## src/sv/tks_pkg.sv

```systemverilog
// tks_pkg: types, constants and register codes of the top-k sorted selector
// no dependencies; imported by tks_cell and top_k_sorted_selector
`default_nettype none

package tks_pkg;

  localparam int CAPACITY = 16;
  localparam int CNT_W = $clog2(CAPACITY + 1);
  localparam int WIDE_W = (CNT_W > 6) ? CNT_W : 6;

  localparam int MODE_W = 2;
  localparam int LIM_W = 5;
  localparam int CFG_IDX_W = 2;
  localparam int CFG_DATA_W = 5;

  localparam logic [MODE_W-1:0] MODE_NONE = 2'd0;
  localparam logic [MODE_W-1:0] MODE_ASC = 2'd1;
  localparam logic [MODE_W-1:0] MODE_DESC = 2'd2;

  localparam logic FUNC_RECORD = 1'b0;
  localparam logic FUNC_END = 1'b1;

  typedef enum logic [CFG_IDX_W-1:0] {
    REG_SORT_MODE = 2'd0,
    REG_RESULT_LIMIT = 2'd1,
    REG_SKIP_COUNT = 2'd2
  } cfg_reg_e;

  typedef struct packed {
    logic        func;
    logic [63:0] sort_key;
    logic [31:0] record_id;
  } in_word_t;

  typedef struct packed {
    logic [31:0] out_record_id;
    logic [63:0] out_key;
    logic        last;
  } out_word_t;

  typedef struct packed {
    logic [63:0] key;
    logic [31:0] id;
  } entry_t;

  typedef struct packed {
    logic   desc;
    logic   drain_en;
    entry_t ins;
  } cell_ctrl_t;

  typedef struct packed {
    logic seen_flag;
    logic seen_target;
  } chain_t;

  typedef struct packed {
    logic valid;
    logic at_count;
    logic is_tail;
  } cell_pos_t;

  typedef struct packed {
    logic target;
    logic tail_hit;
  } cell_stat_t;

endpackage

`default_nettype wire

```

## src/sv/tks_cell.sv

```systemverilog
// tks_cell: one slot of the sorted list with its compare and shift logic
// depends on tks_pkg
`default_nettype none

module tks_cell
  import tks_pkg::*;
(
  input  wire  logic       clk_i,
  input  wire  cell_ctrl_t ctrl_i,
  input  wire  cell_pos_t  pos_i,
  input  wire  logic       append_i,
  input  wire  logic       commit_i,
  input  wire  chain_t     chain_i,
  input  wire  entry_t     prev_i,
  input  wire  entry_t     next_i,
  output logic             chain_o_seen_flag_unused_n,
  output chain_t           chain_o,
  output cell_stat_t       stat_o,
  output entry_t           entry_o
);

  entry_t entry_q;
  logic   kept_after;
  logic   key_after;
  logic   flag;
  logic   target;

  always_comb begin
    if (ctrl_i.desc) begin
      kept_after = $signed(entry_q.key) <= $signed(ctrl_i.ins.key);
      key_after  = $signed(ctrl_i.ins.key) <= $signed(entry_q.key);
    end else begin
      kept_after = $signed(entry_q.key) >= $signed(ctrl_i.ins.key);
      key_after  = $signed(ctrl_i.ins.key) >= $signed(entry_q.key);
    end
  end

  assign flag   = pos_i.valid & kept_after;
  assign target = append_i ? pos_i.at_count : (flag & ~chain_i.seen_flag);

  assign chain_o.seen_flag   = chain_i.seen_flag | flag;
  assign chain_o.seen_target = chain_i.seen_target | target;
  assign chain_o_seen_flag_unused_n = ~chain_o.seen_flag;

  assign stat_o.target   = target;
  assign stat_o.tail_hit = pos_i.is_tail & key_after;

  always_ff @(posedge clk_i) begin
    if (commit_i && target) begin
      entry_q <= ctrl_i.ins;
    end else if (commit_i && chain_i.seen_target) begin
      entry_q <= prev_i;
    end else if (ctrl_i.drain_en) begin
      entry_q <= next_i;
    end
  end

  assign entry_o = entry_q;

endmodule

`default_nettype wire
```

## config.mk

```make
export PLATFORM = sky130hd
export DESIGN_NAME = tks_cell
export DESIGN_NICKNAME = d
export VERILOG_FILES = /design/src/sv/tks_pkg.sv /design/src/sv/tks_cell.sv
export SDC_FILE = /design/constraint.sdc
export NUM_CORES = 1
export LEC_CHECK = 0
export BUFFER_PORTS_ARGS = -buffer_cell sky130_fd_sc_hd__buf_2
export CAP_MARGIN = 20
export CORE_AREA = 2 2 155 157
export DETAILED_ROUTE_END_ITERATION = 12
export DIE_AREA = 0 0 157 159
export HOLD_SLACK_MARGIN = 0.1
export PLACE_DENSITY = 0.62
export SLEW_MARGIN = 20
export SYNTH_ARGS = -nofsm -noshare
export SYNTH_HDL_FRONTEND = slang
export SYNTH_SLANG_ARGS = --single-unit
```

## constraint.sdc

```tcl
create_clock -name clk_i -period 6.4 [get_ports clk_i]
set_input_delay 0.32 -clock clk_i [delete_from_list [all_inputs] [get_ports clk_i]]
set_output_delay 0.32 -clock clk_i [all_outputs]
set_load 0.1 [all_outputs]
```

After elaboration in Yosys (flattened, before gate mapping)
Cells that the tools add are included.

Bitwise gates (word level): 7. Reduce and logical (&&, ||, !) cells: 3. Mux-type cells: 6. Magnitude comparators: 4.

Operator list (number): 96-bit two-way mux (3); 64-bit greater-or-equal comparator (2); 64-bit <= comparator (2); 1-bit bitwise AND (3); 1-bit two-way mux (3); 3-bit nonzero test (1); 1-bit logical AND (2); 1-bit inverter (2); 1-bit OR (2).

Flip-flop bits (word level): 96.

Longest topological paths before layout
Word-level depth: 7. Depth in mapped cells: 12. Gate-level depth less buffers: 10.

Worst setup path before layout
Ideal clock, no wire load.

Kind: register to register. Start point: reg entry_q, in the netlist entry_o[95]. End point: reg entry_q, in the netlist entry_o[0], enable pin. Period minus slack after synthesis: 7.170 ns. Stages on the path, launching flop included: 11. Slack: -0.770 ns. Library setup time: 0.554 ns. Required time: 5.846 ns. Data arrival time: 6.615 ns. Cells stage by stage: edfxtp_1 inv_1 ha_1 nand4_1 nor4_2 nand2_1 nor3_1 a211oi_1 mux2_2 a21oi_1 nor2_1.

Longest elaborated chain between the ends: 7. Elaborated cells between the ends (all ways): 8. Classes of those cells: order compare (2); mux (2); bitwise (2); reduce/logical (2).

RTL lines: start: declaration (line tks_cell.sv:22) `entry_t entry_q;`; start signal: assignment (line tks_cell.sv:50) `entry_q <= ctrl_i.ins;`; start signal: assignment (line tks_cell.sv:52) `entry_q <= prev_i;`; start signal: assignment (line tks_cell.sv:54) `entry_q <= next_i;`; 64-bit greater-or-equal comparator or 64-bit <= comparator (tied branches) (line tks_cell.sv:33, tks_cell.sv:30); 1-bit two-way mux (*) (line tks_cell.sv:29) `if (ctrl_i.desc) begin`; 1-bit bitwise AND (*) (line tks_cell.sv:38) `assign flag = pos_i.valid & kept_after;`; 1-bit bitwise AND (*) (line tks_cell.sv:39) `assign target = append_i ? pos_i.at_count : (flag & ~chain_i.seen_flag);`; 1-bit two-way mux (*) (line tks_cell.sv:39); 1-bit logical AND (*) (line tks_cell.sv:49) `if (commit_i && target) begin`; 3-bit nonzero test (no source line) (*).

Mark *: on every way between the ends. The rest lies on a longest branch, timed or not. A chain may end at the register's enable or synchronous reset.

Worst setup path after layout
Start point: reg entry_q, in the netlist entry_o[89]. End point: reg entry_q, in the netlist entry_o[27] (data pin).

Longest elaborated chain between the ends: 7. Elaborated cells between the ends (all ways): 8. Classes of those cells: order compare (2); mux (3); bitwise (2); reduce/logical (1).

RTL lines (line): 64-bit greater-or-equal comparator or 64-bit <= comparator (tied branches) (tks_cell.sv:33, tks_cell.sv:30); 1-bit two-way mux (*) (tks_cell.sv:29); 1-bit bitwise AND (*) (tks_cell.sv:38); 1-bit bitwise AND (*) (tks_cell.sv:39); 1-bit two-way mux (*) (tks_cell.sv:39); 1-bit logical AND (*) (tks_cell.sv:49); 96-bit two-way mux (*) (tks_cell.sv:49).

Marked as above.

==> impl_results.md <==
* IO buf count at 398
* Leading area contributor after synthesis: edfxtp_1
* Critical R2R Launch: entry_o[89]
* Worst skew pair latency at 0.35 ns
* Worst vdd ir at between 0.1 and 0.15 mV
* Largest net degree at the start of global routing at 55
* CTS tree: built
* Worst Hold Endpoint: entry_o[5]
* Layout fillers at 2298
* Slew Viols, Final at 0
* Clock buffer depth at 2
* H-tree depth at 3
* Synth top cells by count: 152 x mux2_2, 96 x edfxtp_1, 70 x inv_1, 64 x ha_1, 39 x mux2_1
* Post-detailed-route count of antenna-violating nets at 0
* Seq pwr share at ~34%
* Number of synthesized flops with an enable pin at 96
* Status: finished, final reports clean
* R2R Path End: entry_o[27]
* Clock share of power at 22.0%
* Multi-input gate area at around 3700 sq um
* Max Cap Violations at 0
* Diode count at 0
* Dominant cells by area after synthesis: edfxtp_1 41%, mux2_2 24%, ha_1 11%, mux2_1 6.3%, inv_1 3.7%
* Max FO, Critical Path at 45
* Area grow syn2layout at 36.8%
* Setup Viol. Count Final at 0
* Number of buffers created by CTS at 9
* Data required, critical path at between 6 and 7 ns
* DRT Wirelength at 21400 um
* Post-Syn Area at 7010 sq um
* IO Pins at 399
* Tmin final at ~4 ns
* Leakage at 4.63 nW
* Final Hold Fails at 0
* Synthesized Nets at 936
* Worst reg2reg setup slack at 2.40 ns
* # DRC at 0
* Cells along the critical path: inv_1 -> ha_1 -> a211oi_1 -> nor2_1 -> o41ai_2 -> o211ai_1 -> or4_1 -> mux2_2 -> a21oi_4 -> buf_4 -> mux2_2
* Congestion Overflow GR at 0
* Initial antenna violation count at 0
* Via count at 5850
* Post-synth ARST share at 0%
* Layout Skew at 0.0153 ns
* Hold bufs inserted after CTS at 0
* Final nets at 1329
* Flops & latches, synth at 96
* Pwr Density at 250 nW/um^2
* FF-to-FF path depth at 11
* Synth warn at 0
* Setup TNS at 0 ns
* Cells after Synth at 574
* Combinational power share at a little over two fifths
* Clock transition at path regs at about 0.08 ns
* Critical path's slowest cell: buf_4
* GP Congestion at 0.779
* Slew margin rel. at 51.8%
* Die width at about 160 um
* Placed insts at between 1000 and 1500
* Seq/Total Area, Yosys at 41.1%
* Max FFs per register at 96
* Dpl cell area at 9320 sq um
* Delay-heaviest family, CP: compound AO/OA/AOI/OAI gates
* Hold Path Class: primary input to flip-flop
* Design Area, Final at 9590 sq um
* Synth top area share at 41.1%
* Period utilisation layout at 62.5%
* Library cells used by synthesis at 38
* Post-DR wirelength/cell at 16.6 um
* Highest clock rate at between 0.2 and 0.3 GHz
* WP data arrival at roughly 4.1 ns
* Hold Startpoint: ctrl_i[5]
* Total GRT Usage at about 17%
* Post-CTS Setup Repair Bufs at 0
* WP buf/inv at 2
* RSZ-0062 raised after global routing: no
* Via density at 4.53
* Cell Count, Final, Fillers Out at ~1300
* Layout cells sized above 1 at 59.5%
* Worst Max-Slew Pin Slew at 0.723 ns
* Core area at around 23000 sq um
* Die height at 159 um
* Root Buffer: clkbuf_16
* Clock sink count at 96
* DRT iter0 DRCs at 190
* Initial Utilization at 30.2%
* Sequential Area at between 2000 and 3000 sq um
* CP startpoint kind: flip-flop
* DRT Pass-1 Iters at 5
* # resized after CTS at 0
* Most numerous cell in the Yosys netlist: mux2_2
* Number of global-route vias before repair at 6186
* Critical path class: flip-flop to flip-flop
* DP Wirelength at 17800 um
* Worst path max stage delay at 0.56 ns
* Switching share of total power at 44.6%
* Internal at about 0.0013 W
* Primary FF master, synth: edfxtp_1
* Net Sw Power at 0.00107 W
* First-pass GRT wire length at ~33000 um
* Syn Area/Cell at ~12 sq um
* Cell repeated most along the worst path: mux2_2
* Worst setup EP type: flip-flop
* Rows at 56
* Hold path depth at 2
* Die area at 25000 sq um
[logic make-up (layout without fill, tap and decap cells)]
family | count (synthesis) | in the layout | share of synthesized area, %
and+or+nand+nor | 72 | 72 | 5.34
adders and majority gates | 64 | 64 | 11.4
muxes | 193 | 193 | 31.0
DFF | 96 | 96 | 41.1
buffers and inverters | 91 | 489 | 5.73
AOI/OAI and AO/OA | 56 | 56 | 5.18
xor gates and xnor gates | 2 | 2 | 0.250
[metrics by stage]
stage                     util, %  worst slack, ns  hold WS (ns)  total power (W)
after floorplan                 -            0.825         0.521          0.00165
after global placement       40.2             2.25         0.620          0.00188
after detailed placement     40.2             2.20         0.624          0.00189
after CTS                    41.3             2.25         0.248          0.00243
after global routing         41.3             2.02         0.252          0.00251
final                        41.3             2.40         0.264          0.00240
[routing by layer]
layer,routed length [um],track usage (%)
met5,0,0
met1,8640,19.3
met2,11100,31.7
met3,1380,3.48
met4,262,4.50
[cell type report]
| cell class | count | share of cell area (%) |
|---|---|---|
| inverters | 70 | 2.74 |
| flip-flops and latches | 96 | 30.1 |
| multi-input cells | 387 | 39.0 |
| repair buffers | 403 | 21.2 |
| clock buffers | 9 | 2.35 |
| well taps | 319 | 4.16 |
| clock inverters | 7 | 0.496 |
[power groups by stage]
stage | Clock [W] | Sequential, W | Combinational, W
after global placement | 0 | 0.000827 | 0.00105
after detailed placement | 0 | 0.000829 | 0.00106
after floorplan | 0 | 0.00133 | 0.000316
final | 0.000527 | 0.000815 | 0.00105
after global routing | 0.000566 | 0.000824 | 0.00112
after CTS | 0.000548 | 0.000817 | 0.00107
[worst max-delay path by stage]
stage | start | end | slack [ns] | depth (start not counted)
after floorplan | entry_o[95] | entry_o[0] | 0.82 | 10
after global placement | ctrl_i[95] | entry_o[18] | 2.25 | 11
after detailed placement | ctrl_i[95] | entry_o[0] | 2.20 | 11
after CTS | entry_o[95] | entry_o[27] | 2.25 | 11
after global routing | entry_o[95] | entry_o[34] | 2.02 | 11
final | entry_o[89] | entry_o[27] | 2.40 | 11
[cells in the final DEF (no fill, tap or decap), types with 3 or more instances in the layout]
cell type and n:
a21oi_1 29, and3_1 3, buf_2 398, buf_4 5, clkbuf_16 9, clkinv_4 3, edfxtp_1 96, ha_1 64
inv_1 70, mux2_1 39, mux2_2 152, nand2_1 17, nand3_1 8, nand4_1 16, nor2_1 11, nor3_1 4
nor4_1 4, o21ai_0 8, or2_2 3
Power figures use the tool's default switching activity.
